--- src/design/ckm_pkg.sv ---
// ----------------------------------------------------------------------------
// ckm_pkg
// Shared constants and types for the canonical k-mer minimiser stream.
// ----------------------------------------------------------------------------
package ckm_pkg;

  // Width of a packed k-mer and of every hash value.
  localparam int unsigned KMER_BITS    = 56;
  // Number of hashes held in the sliding window.
  localparam int unsigned WINDOW_DEPTH = 8;

  localparam int unsigned KMER_BASES = KMER_BITS / 2;
  localparam int unsigned SEEN_MAX   = KMER_BASES + WINDOW_DEPTH;
  localparam int unsigned CNT_W      = $clog2(SEEN_MAX + 1);

  localparam int unsigned BASE_W = 8;
  localparam int unsigned CODE_W = 2;
  localparam logic [CODE_W-1:0] COMP_XOR = 2'b10;

  // Hash pipeline depth: the seven hash steps are paired into four stages.
  localparam int unsigned HASH_STAGES = 4;

  // Minimum tree over the window plus the new hash, padded to a power of two.
  localparam int unsigned TREE_LEAVES = WINDOW_DEPTH + 1;
  localparam int unsigned TREE_LVLS   = $clog2(TREE_LEAVES);
  localparam int unsigned TREE_PAD    = 1 << TREE_LVLS;
  localparam int unsigned TREE_NODES  = TREE_PAD - 1;

  typedef logic [KMER_BITS-1:0] kmer_t;

  // What a request does once it reaches the window.
  typedef enum logic [1:0] {
    KIND_NONE,
    KIND_FILL,
    KIND_FULL
  } kind_t;

  // Side information that travels with each request down the pipeline.
  typedef struct packed {
    logic  clr;
    kind_t kind;
  } tag_t;

endpackage

--- src/design/ckm_front.sv ---
// ----------------------------------------------------------------------------
// ckm_front
// Base decoding, forward and reverse-complement k-mer registers, base counter
// and selection of the canonical k-mer.
// ----------------------------------------------------------------------------
module ckm_front import ckm_pkg::*; (
  input  logic              clk,
  input  logic              rst_n,
  input  logic              in_valid,
  output logic              in_ready,
  input  logic [BASE_W-1:0] in_base_byte,
  input  logic              in_first_base,
  output logic              s_valid,
  output tag_t              s_tag,
  output kmer_t             s_canon,
  input  logic              s_en
);

  kmer_t            fwd_r, rev_r;
  logic [CNT_W-1:0] cnt_r;
  logic             s_valid_r;
  tag_t             s_tag_r;
  kmer_t            s_canon_r;

  logic [CODE_W-1:0] code, comp;
  kmer_t             fwd_base, rev_base, fwd_nxt, rev_nxt, canon_nxt;
  logic [CNT_W-1:0]  cnt_base, cnt_nxt;
  kind_t             kind_nxt;
  logic              accept;

  assign in_ready = !s_valid_r || s_en;
  assign accept   = in_valid && in_ready;

  // A first base starts from cleared k-mers and counter.
  always_comb begin
    code     = in_base_byte[2:1];
    comp     = code ^ COMP_XOR;
    fwd_base = in_first_base ? '0 : fwd_r;
    rev_base = in_first_base ? '0 : rev_r;
    cnt_base = in_first_base ? '0 : cnt_r;
    fwd_nxt  = {fwd_base[KMER_BITS-3:0], code};
    rev_nxt  = {comp, rev_base[KMER_BITS-1:2]};
    cnt_nxt  = (cnt_base < CNT_W'(SEEN_MAX)) ? cnt_base + 1'b1 : cnt_base;
    canon_nxt = (fwd_nxt < rev_nxt) ? fwd_nxt : rev_nxt;
  end

  // Classify the request by how many bases have been seen.
  always_comb begin
    priority if (cnt_nxt < CNT_W'(KMER_BASES)) begin
      kind_nxt = KIND_NONE;
    end else if (cnt_nxt == CNT_W'(SEEN_MAX)) begin
      kind_nxt = KIND_FULL;
    end else begin
      kind_nxt = KIND_FILL;
    end
  end

  // Control state.
  always_ff @(posedge clk) begin
    if (!rst_n) begin
      fwd_r     <= '0;
      rev_r     <= '0;
      cnt_r     <= '0;
      s_valid_r <= 1'b0;
    end else begin
      if (accept) begin
        fwd_r <= fwd_nxt;
        rev_r <= rev_nxt;
        cnt_r <= cnt_nxt;
      end
      if (in_ready) begin
        // Requests with no hash and no clear need not travel further.
        s_valid_r <= accept && ((kind_nxt != KIND_NONE) || in_first_base);
      end
    end
  end

  // Stage payload.
  always_ff @(posedge clk) begin
    if (in_ready) begin
      s_tag_r.clr  <= in_first_base;
      s_tag_r.kind <= kind_nxt;
      s_canon_r    <= canon_nxt;
    end
  end

  assign s_valid = s_valid_r;
  assign s_tag   = s_tag_r;
  assign s_canon = s_canon_r;

`ifndef SYNTH
  // The counter never passes its saturation value.
  a_cnt_sat: assert property (@(posedge clk) disable iff (!rst_n)
    cnt_r <= CNT_W'(SEEN_MAX))
    else $error("base counter beyond saturation");

  // A full-window request in the stage register matches a saturated counter.
  a_full_cnt: assert property (@(posedge clk) disable iff (!rst_n)
    (s_valid_r && s_tag_r.kind == KIND_FULL) |-> cnt_r == CNT_W'(SEEN_MAX))
    else $error("full-window request without saturated counter");
`endif

endmodule

--- src/design/ckm_hash.sv ---
// ----------------------------------------------------------------------------
// ckm_hash
// Four-stage pipeline of the masked shift-add integer hash.
// ----------------------------------------------------------------------------
module ckm_hash import ckm_pkg::*; (
  input  logic  clk,
  input  logic  rst_n,
  input  logic  i_valid,
  input  tag_t  i_tag,
  input  kmer_t i_val,
  output logic  i_en,
  output logic  o_valid,
  output tag_t  o_tag,
  output kmer_t o_val,
  input  logic  o_en
);

  // One pipeline stage of the hash: an add and, where present, an xor-shift.
  function automatic kmer_t mix_step(input int unsigned k, input kmer_t v);
    kmer_t a;
    kmer_t r;
    unique case (k)
      0: begin
        a = ~v + (v << 21);
        r = a ^ (a >> 24);
      end
      1: begin
        a = v + (v << 3) + (v << 8);
        r = a ^ (a >> 14);
      end
      2: begin
        a = v + (v << 2) + (v << 4);
        r = a ^ (a >> 28);
      end
      default: begin
        a = v + (v << 31);
        r = a;
      end
    endcase
    return r;
  endfunction

  logic  v_r   [HASH_STAGES];
  tag_t  tag_r [HASH_STAGES];
  kmer_t val_r [HASH_STAGES];

  logic  en     [HASH_STAGES];
  logic  prv_v  [HASH_STAGES];
  tag_t  prv_t  [HASH_STAGES];
  kmer_t prv_d  [HASH_STAGES];

  // Stage enables, from the output back to the input.
  always_comb begin
    en[HASH_STAGES-1] = !v_r[HASH_STAGES-1] || o_en;
    for (int k = HASH_STAGES - 2; k >= 0; k--) begin
      en[k] = !v_r[k] || en[k+1];
    end
  end

  // Inputs of each stage.
  always_comb begin
    prv_v[0] = i_valid;
    prv_t[0] = i_tag;
    prv_d[0] = i_val;
    for (int k = 1; k < HASH_STAGES; k++) begin
      prv_v[k] = v_r[k-1];
      prv_t[k] = tag_r[k-1];
      prv_d[k] = val_r[k-1];
    end
  end

  // Valid bits.
  always_ff @(posedge clk) begin
    if (!rst_n) begin
      for (int k = 0; k < HASH_STAGES; k++) begin
        v_r[k] <= 1'b0;
      end
    end else begin
      for (int k = 0; k < HASH_STAGES; k++) begin
        if (en[k]) begin
          v_r[k] <= prv_v[k];
        end
      end
    end
  end

  // Stage payload.
  always_ff @(posedge clk) begin
    for (int k = 0; k < HASH_STAGES; k++) begin
      if (en[k]) begin
        tag_r[k] <= prv_t[k];
        val_r[k] <= mix_step(k, prv_d[k]);
      end
    end
  end

  assign i_en    = en[0];
  assign o_valid = v_r[HASH_STAGES-1];
  assign o_tag   = tag_r[HASH_STAGES-1];
  assign o_val   = val_r[HASH_STAGES-1];

endmodule

--- src/design/ckm_winmin.sv ---
// ----------------------------------------------------------------------------
// ckm_winmin
// Sliding window of recent hashes and a registered minimum tree over the
// window and the incoming hash.
// ----------------------------------------------------------------------------
module ckm_winmin import ckm_pkg::*; (
  input  logic  clk,
  input  logic  rst_n,
  input  logic  i_valid,
  input  tag_t  i_tag,
  input  kmer_t i_val,
  output logic  i_en,
  output logic  o_valid,
  output tag_t  o_tag,
  output kmer_t o_min,
  input  logic  o_en
);

  // First node of a tree level in the flat node array; level 1 is the widest.
  function automatic int unsigned lvl_off(input int unsigned l);
    return TREE_PAD - (TREE_PAD >> (l - 1));
  endfunction

  kmer_t win_r  [WINDOW_DEPTH];
  kmer_t node_r [TREE_NODES];
  logic  tv_r   [TREE_LVLS];
  tag_t  tt_r   [TREE_LVLS];

  kmer_t leaf     [TREE_PAD];
  kmer_t node_nxt [TREE_NODES];
  logic  en       [TREE_LVLS];
  logic  shift_in;

  // Level enables, from the output back to the input.
  always_comb begin
    en[TREE_LVLS-1] = !tv_r[TREE_LVLS-1] || o_en;
    for (int l = TREE_LVLS - 2; l >= 0; l--) begin
      en[l] = !tv_r[l] || en[l+1];
    end
  end

  assign shift_in = i_valid && en[0] &&
                    ((i_tag.kind == KIND_FILL) || (i_tag.kind == KIND_FULL));

  // Leaves: the current window, the new hash, and all-ones padding.
  always_comb begin
    for (int i = 0; i < WINDOW_DEPTH; i++) begin
      leaf[i] = win_r[i];
    end
    leaf[WINDOW_DEPTH] = i_val;
    for (int i = WINDOW_DEPTH + 1; i < TREE_PAD; i++) begin
      leaf[i] = '1;
    end
  end

  // One compare per node; each level reads the registers of the level below.
  always_comb begin
    for (int j = 0; j < TREE_PAD / 2; j++) begin
      node_nxt[j] = (leaf[2*j+1] < leaf[2*j]) ? leaf[2*j+1] : leaf[2*j];
    end
    for (int l = 2; l <= TREE_LVLS; l++) begin
      for (int j = 0; j < (TREE_PAD >> l); j++) begin
        node_nxt[lvl_off(l)+j] =
          (node_r[lvl_off(l-1)+2*j+1] < node_r[lvl_off(l-1)+2*j]) ?
          node_r[lvl_off(l-1)+2*j+1] : node_r[lvl_off(l-1)+2*j];
      end
    end
  end

  // Level valid bits.
  always_ff @(posedge clk) begin
    if (!rst_n) begin
      for (int l = 0; l < TREE_LVLS; l++) begin
        tv_r[l] <= 1'b0;
      end
    end else begin
      if (en[0]) begin
        tv_r[0] <= i_valid;
      end
      for (int l = 1; l < TREE_LVLS; l++) begin
        if (en[l]) begin
          tv_r[l] <= tv_r[l-1];
        end
      end
    end
  end

  // Tags, tree nodes and the window shift register.
  always_ff @(posedge clk) begin
    if (en[0]) begin
      tt_r[0] <= i_tag;
    end
    for (int l = 1; l < TREE_LVLS; l++) begin
      if (en[l]) begin
        tt_r[l] <= tt_r[l-1];
      end
    end
    for (int l = 1; l <= TREE_LVLS; l++) begin
      if (en[l-1]) begin
        for (int j = 0; j < (TREE_PAD >> l); j++) begin
          node_r[lvl_off(l)+j] <= node_nxt[lvl_off(l)+j];
        end
      end
    end
    if (shift_in) begin
      for (int p = 0; p + 1 < WINDOW_DEPTH; p++) begin
        win_r[p] <= win_r[p+1];
      end
      win_r[WINDOW_DEPTH-1] <= i_val;
    end
  end

  assign i_en    = en[0];
  assign o_valid = tv_r[TREE_LVLS-1];
  assign o_tag   = tt_r[TREE_LVLS-1];
  assign o_min   = node_r[TREE_NODES-1];

`ifndef SYNTH
  // A request that carries no hash only ever travels to clear the emit state.
  a_none_is_clr: assert property (@(posedge clk) disable iff (!rst_n)
    (tv_r[0] && tt_r[0].kind == KIND_NONE) |-> tt_r[0].clr)
    else $error("request without hash or clear in minimum tree");
`endif

endmodule

--- src/design/canonical_kmer_minimizer_stream.sv ---
// ----------------------------------------------------------------------------
// canonical_kmer_minimizer_stream
// Canonical k-mer window minimiser over a stream of DNA base bytes.
// ----------------------------------------------------------------------------
// Usage:
//   Input channel (in_valid/in_ready) takes one base byte per request; bits
//   2:1 give the base code. in_first_base starts a new sequence and clears
//   the k-mers, base count and emit history before that base is taken in.
//   Output channel (out_valid/out_ready) carries one 56-bit minimiser hash,
//   produced only when the window minimum differs from the last one sent.
//   No result appears until 36 bases of a sequence have been taken in.
// Timing:
//   One request per cycle is accepted while the output side keeps up.
//   Once a request is accepted, its result passes through the k-mer
//   register, four hash stages, four levels of the minimum tree and the
//   output register, in that order.
// Stalls:
//   While a result waits in the output register the earlier stages keep
//   filling empty slots; in_ready drops only once every stage holds a request.
// Reset:
//   Synchronous active-low reset empties the pipeline and clears the k-mers,
//   the base count and the emit history; no result is pending after it.
// ----------------------------------------------------------------------------
module canonical_kmer_minimizer_stream import ckm_pkg::*; (
  input  logic                 clk,
  input  logic                 rst_n,
  input  logic                 in_valid,
  output logic                 in_ready,
  input  logic [BASE_W-1:0]    in_base_byte,
  input  logic                 in_first_base,
  output logic                 out_valid,
  input  logic                 out_ready,
  output logic [KMER_BITS-1:0] out_minimizer
);

  logic  f_valid, f_en;
  tag_t  f_tag;
  kmer_t f_canon;

  logic  h_valid, h_en;
  tag_t  h_tag;
  kmer_t h_val;

  logic  m_valid, m_en;
  tag_t  m_tag;
  kmer_t m_min;

  logic  out_valid_r;
  kmer_t minimizer_r;
  kmer_t last_r;
  logic  any_r;

  logic  out_free, m_take, emit, eff_any;

  ckm_front u_front (
    .clk           (clk),
    .rst_n         (rst_n),
    .in_valid      (in_valid),
    .in_ready      (in_ready),
    .in_base_byte  (in_base_byte),
    .in_first_base (in_first_base),
    .s_valid       (f_valid),
    .s_tag         (f_tag),
    .s_canon       (f_canon),
    .s_en          (f_en)
  );

  ckm_hash u_hash (
    .clk     (clk),
    .rst_n   (rst_n),
    .i_valid (f_valid),
    .i_tag   (f_tag),
    .i_val   (f_canon),
    .i_en    (f_en),
    .o_valid (h_valid),
    .o_tag   (h_tag),
    .o_val   (h_val),
    .o_en    (h_en)
  );

  ckm_winmin u_winmin (
    .clk     (clk),
    .rst_n   (rst_n),
    .i_valid (h_valid),
    .i_tag   (h_tag),
    .i_val   (h_val),
    .i_en    (h_en),
    .o_valid (m_valid),
    .o_tag   (m_tag),
    .o_min   (m_min),
    .o_en    (m_en)
  );

  // The last tree level moves on whenever the output register can be loaded.
  assign out_free = !out_valid_r || out_ready;
  assign m_en     = out_free;
  assign m_take   = m_valid && out_free;

  // Emit only a changed minimum; a clear forgets the previous one.
  assign eff_any = any_r && !m_tag.clr;
  assign emit    = m_take && (m_tag.kind == KIND_FULL) &&
                   !(eff_any && (last_r == m_min));

  // Output register and emit history.
  always_ff @(posedge clk) begin
    if (!rst_n) begin
      out_valid_r <= 1'b0;
      any_r       <= 1'b0;
    end else begin
      if (emit) begin
        out_valid_r <= 1'b1;
        any_r       <= 1'b1;
      end else begin
        if (out_ready) begin
          out_valid_r <= 1'b0;
        end
        if (m_take && m_tag.clr) begin
          any_r <= 1'b0;
        end
      end
    end
  end

  always_ff @(posedge clk) begin
    if (emit) begin
      minimizer_r <= m_min;
      last_r      <= m_min;
    end
  end

  assign out_valid     = out_valid_r;
  assign out_minimizer = minimizer_r;

`ifndef SYNTH
  // A pending result always belongs to the current emit history.
  a_pending_any: assert property (@(posedge clk) disable iff (!rst_n)
    out_valid_r |-> any_r)
    else $error("result pending with empty emit history");

  // The pending result is the value that later minima are compared with.
  a_pending_last: assert property (@(posedge clk) disable iff (!rst_n)
    out_valid_r |-> (minimizer_r == last_r))
    else $error("pending result differs from last emitted minimum");
`endif

endmodule

--- config.mk ---
export PLATFORM = sky130hd
export DESIGN_NAME = canonical_kmer_minimizer_stream
export DESIGN_NICKNAME = d
export VERILOG_FILES = /design/src/design/ckm_pkg.sv /design/src/design/ckm_front.sv /design/src/design/ckm_hash.sv /design/src/design/ckm_winmin.sv /design/src/design/canonical_kmer_minimizer_stream.sv
export SDC_FILE = /design/constraint.sdc
export NUM_CORES = 2
export LEC_CHECK = 0
export ABC_AREA = 1
export BUFFER_PORTS_ARGS = -buffer_cell sky130_fd_sc_hd__buf_4
export CORE_MARGIN = 2
export CORE_UTILIZATION = 50
export DETAILED_ROUTE_END_ITERATION = 8
export GPL_TIMING_DRIVEN = 0
export PLACE_DENSITY = 0.74
export SYNTH_ARGS = -nofsm -noshare
export SYNTH_HDL_FRONTEND = slang
export SYNTH_SLANG_ARGS = --single-unit
--- constraint.sdc ---
create_clock -name clk -period 48.8 [get_ports clk]
set_clock_uncertainty 0.1 [all_clocks]
set_input_delay 4.88 -clock clk [delete_from_list [all_inputs] [get_ports clk]]
set_output_delay 4.88 -clock clk [all_outputs]
set_load 0.05 [all_outputs]
---- Word level (Yosys, flattened, before mapping) ----
Memories as Yosys holds them, arrays and structs flattened.
Cells that the tools add are included.
operators by class
  $add $sub $neg .......................... 7
  multiply operators ...................... 0
  divide/modulo/power cells ............... 0
  order comparisons ....................... 15
  eq/ne operators ......................... 5
  shift-type cells ........................ 0
  muxes and demuxes ....................... 70
  bitwise logic cells ..................... 13
  reduce and logical (&&, ||, !) cells .... 37
operators with widths
  operator                                                                       count
  56-bit two-way mux                                                             18
  56-bit less-than comparator                                                    12
  56-bit adder                                                                   6
  56-bit equality test                                                           1
  56-bit less-than comparator (first input constant)                             1
  56-bit NOT                                                                     1
  56-bit by 28-bit XOR with 56-bit output                                        1
  56-bit by 32-bit XOR with 56-bit output                                        1
  56-bit by 42-bit XOR with 56-bit output                                        1
  54-bit two-way mux                                                             1
  1-bit two-way mux                                                              47
  1-bit logical NOT                                                              12
  1-bit logical OR                                                               12
  6-bit two-way mux                                                              2
  1-bit logical AND                                                              10
  1-bit bitwise OR                                                               8
  6-bit by 1-bit adder with 6-bit output (second input constant)                 1
  6-bit equality test (second input constant)                                    1
  6-bit by 5-bit less-than comparator with 1-bit output (second input constant)  1
  6-bit less-than comparator (second input constant)                             1
  2-bit nonzero test                                                             3
  2-bit equality test (second input constant)                                    2
  2-bit two-way mux                                                              2
  2-bit by 1-bit equality test with 1-bit output (second input constant)         1
  1-bit NOT                                                                      1
storage, ports and cells
  register bits ........................... 234
  latch bits .............................. 0
  bits in writable memories ............... 1544
  ROM bits ................................ 0
  bits of input ports ..................... 13
  output and inout bits ................... 58
  logic and storage cells ................. 164
  memories kept ........................... 7
memory list
  memory           words  width  rd ports  clocked after Yosys merged registers in  wr ports  line              text
  u_winmin.node_r  15     56     15        0                                        15        ckm_winmin.sv:25  kmer_t node_r [TREE_NODES];
  u_winmin.win_r   8      56     8         0                                        8         ckm_winmin.sv:24  kmer_t win_r [WINDOW_DEPTH];
  u_hash.val_r     4      56     4         0                                        4         ckm_hash.sv:45    kmer_t val_r [HASH_STAGES];
  u_hash.tag_r     4      3      4         0                                        4         ckm_hash.sv:44    tag_t tag_r [HASH_STAGES];
  u_winmin.tt_r    4      3      4         0                                        4         ckm_winmin.sv:27  tag_t tt_r [TREE_LVLS];
  u_hash.v_r       4      1      4         0                                        4         ckm_hash.sv:43    logic v_r [HASH_STAGES];
  +1 memories      --     --     --        --                                       --        --

---- Longest topological paths before layout ----
  word-level depth ........................ 14
  mapped depth ............................ 18
  gate-level depth less buffers ........... 18

---- Hierarchy ----
Synthesis repeated with hierarchy kept, for this count alone.
unflattened totals
  cells, all modules ...................... 9214
  area total of the unflattened synthesis .. 86217.7 µm²
modules (own cells, without submodules)
  module                           times used  cells each  area each (µm²)  sequential area each (µm²)
  ckm_winmin                       1           4637        52182.5          32431.1
  ckm_hash                         1           3256        23468.8          7176.9
  ckm_front                        1           963         7671.1           3533.4
  canonical_kmer_minimizer_stream  1           358         2895.3           1721.7

---- Worst setup path before layout ----
No wires, ideal clock.
  path type ............................... input to register
  start point ............................. in out_ready
  end point ............................... mem u_winmin.win_r[0][0] (netlist name) (enable)
  setup time .............................. 1.920 ns
  arrival ................................. 39.590 ns
  data required time ...................... 46.780 ns
  slack ................................... 7.189 ns
  cell stages on the path ................. 6
  buffers on the path ..................... 0
  cells stage by stage .................... inv_1 > nand3_2 > nor2_4 > nand2_4 > nor2_8 > a211oi_1
RTL lines
  element      line                                   text
  from (decl)  canonical_kmer_minimizer_stream.sv:32  input logic out_ready,
  to (decl)    ckm_winmin.sv:24

==> impl_metrics.csv <==
group,metric,value,unit
clock_network,cts_buffer_depth,3,
place,pre_cts_slack,34790,ps
clock_network,clk_transition_reported_paths,60,ps
finish,areaGrowthSynthToFinish,11.2,%
worst_setup_path,cp-start-kind,"input pin",
worst_setup_path,crit_family,"simple AND/OR/NAND/NOR gates",
die,start_util,0.502,
timing,relSlewSlack,0.138,
worst_setup_path,path_buf_inv,3,
drt,drc,0,
global_route,grt_pass1_wl,347000,microns
yosys,syn_inst,8915,
global_route,grt_usage,0.269,
drt,wirelength,229000,microns
finish,final_cell_mix,"nand2_1, edfxtp_1, inv_1, nand3_1, ha_1",
drt,vias,61700,
place,hpwlAfterDp,181000,microns
timing,setup_slack,34870,ps
timing,period_minus_slack,13930,ps
yosys,syn_nets,9695,
timing,finalMaxSlewViolations,0,
worst_setup_path,crit_path_max_incr_delay,950,ps
drt,viasPerCell,5.36,
status,status,"complete, no violations",
finish,drive_gt1_frac,0.0436,
clock_network,cts_tree,"done",
die,ios,71,
yosys,yosys_warnings,0,
clock_network,cts.repair.resized,0,
yosys,syn_avg_cell_area,9.39,sq um
die,die_h,413,microns
worst_setup_path,cp.required,43820,ps
global_route,grt_max_degree,113,
die,die-area,0.171,sq mm
drt,first_pass_iters,8,
die,die_width,413,microns
yosys,ys_seq_area_frac,0.536,
yosys,yosys-top-cells-area,"edfxtp_1, nand2_1, ha_1",
job,drv_cap,0,
clock_network,root_buffer,"clkbuf_16",
timing,fin_crit_sh,0.285,
clock_network,ctsHoldBuffers,0,
worst_setup_path,cp_slowest_cell,"nand4_4",
timing,rsz0062_at_grt,"false",
timing,clock.fmax,0.0718,GHz
global_route,grt-ovfl-total,0,
global_route,grt_pass1_vias,60000,
yosys,yosys_register_bits,1525,
clock_network,clk_latency,800,ps
drt,ant_nets,0,
yosys,yosys.cell_types.count,43,
drt,drt-initial-drc-count,5017,
worst_setup_path,cp_cell_sequence,"buf_4, inv_1, nand3_4, nor2_4, nand2_8, nor2_8, nand2_2, nor2_4, nand4_4, buf_4",
finish,fillers,14300,
finish,fin_nets,9959,
die,num_rows,150,
timing,setup_viol,0,
finish,final_common_cell,"nand2_1",
worst_setup_path,endpoint_kind,"primary output",
clock_network,postCtsSetupRepairBufs,0,
clock_network,cts_made_buffers,162,
timing,tightestPinTransition,1290,ps
clock_network,clock-sinks,1525,
place,port-buffer-count,63,
timing,hold_viol,0,
yosys,synth_top_area_cell,"edfxtp_1",
yosys,synth_top_area_share,0.514,
worst_setup_path,worstSetupPathType,"in2out",
finish,regArea,0.0449,sq mm
worst_setup_path,crit_path_max_fanout,88,
global_route,antenna_found_initial,1,
place,gp_congestion,0.962,
yosys,netlist_area,0.0837,sq mm
die,core,0.167,sq mm
min_path,hold_path.class,"reg2reg",
clock_network,cts_max_level,4,
worst_setup_path,crit_arrival,8950,ps
drt,wire_per_inst,19.9,microns
finish,multi_input_area,0.0335,sq mm
[stage by stage]
| step | cells | setup TNS [ps] | cell area, sq um | utilization | hold WS [ps] |
|---|---|---|---|---|---|
| after floorplan | 8915 | 0 | 83700 | - | 300 |
| after global placement | 11200 | -4711210 | 87000 | 0.522 | 301 |
| after detailed placement | 11200 | 0 | 87700 | 0.526 | 305 |
| after CTS | 11500 | 0 | 93100 | 0.559 | 261 |
| after global routing | 11500 | 0 | 93100 | 0.559 | 269 |
| final | 11500 | 0 | 93100 | 0.559 | 262 |
[sequential cells by signal, summed over array words and instances, names as in the netlist, 3 cells and up]
register	count
u_front.s_canon	56
u_winmin.tt_r	12
u_winmin.win_r	448
u_hash.val_r	224
u_front.s_tag	3
u_hash.tag_r	12
u_front.cnt_r	6
u_hash.v_r	4
u_winmin.node_r	616
u_winmin.tv_r	4
u_front.fwd_r	27
last_r	56
u_front.rev_r	54
[worst paths after layout]
| path | cells after the start | to | startpoint | slack, ps |
|---|---|---|---|---|
| hold reg to reg | 0 | u_winmin.node_r[1][131] | u_winmin.node_r[0][243] | 260 |
| setup / recovery | 10 | in_ready | out_ready | 34870 |
| hold / removal | 0 | u_winmin.node_r[1][131] | u_winmin.node_r[0][243] | 260 |
| setup reg to reg | 12 | u_front.fwd_r[39] | out_valid | 43530 |
[area by class of cell]
class | instances | area share
multi-input cells | 5980 | 0.360
repair buffers | 100 | 0.0127
clock inverters | 103 | 0.0133
plain buffers | 199 | 0.00938
flip-flops and latches | 1525 | 0.482
clock buffers | 193 | 0.0449
inverters | 1211 | 0.0489
diodes | 1 | 0.0000269
well taps | 2204 | 0.0296
[per-layer routing]
| metal | up-vias | track usage | routed length, microns |
|---|---|---|---|
| met2 | 1904 | 0.460 | 110000 |
| met4 | 0 | 0.105 | 9350 |
| li1 | 30100 | - | - |
| met1 | 29300 | 0.352 | 96900 |
| met5 | - | 0 | 0 |
| met3 | 405 | 0.0283 | 12500 |
[logic make-up (layout without fill, tap and decap cells)]
group / Yosys count / count (layout) / share of synthesized area
compound gates: 716 / 716 / 0.0456
other cells: 0 / 1 / 0
simple gates: 4325 / 4325 / 0.212
flops: 1525 / 1525 / 0.536
fa+ha+maj: 767 / 767 / 0.124
buf+inv: 1410 / 1806 / 0.0647
xor+xnor: 172 / 172 / 0.0185
[worst reg2reg max path: stages, from the launching register on]
cell	delay, ps
dfxtp_1	600
nand3_4	360
nor2_4	330
nand2_8	450
nor2_8	370
nand2_2	400
nor2_4	310
nand4_4	950
nand2_4	570
inv_2	110
clkbuf_1	340
nor2_1	190
nor2_1	60
[Yosys cell counts, drive strengths merged]
cell type	n
a211oi	10
a21boi	5
a21o	13
a21oi	391
a31oi	4
and2	4
and3	3
buf	101
clkbuf	98
dfxtp	93
edfxtp	1432
fa	102
ha	665
inv	1211
nand2	2703
nand3	791
nand3b	23
nand4	95
nor2	654
nor3	37
nor3b	2
nor4	12
o211ai	10
o21a	17
o21ai	227
o21bai	25
o221a	2
o221ai	1
o22ai	11
or2	1
xnor2	73
xnor3	3
xor2	96
Power is left out: the tool's default activity adds up to more than one toggle a clock period on the data nets, which glitch-free logic cannot reach.
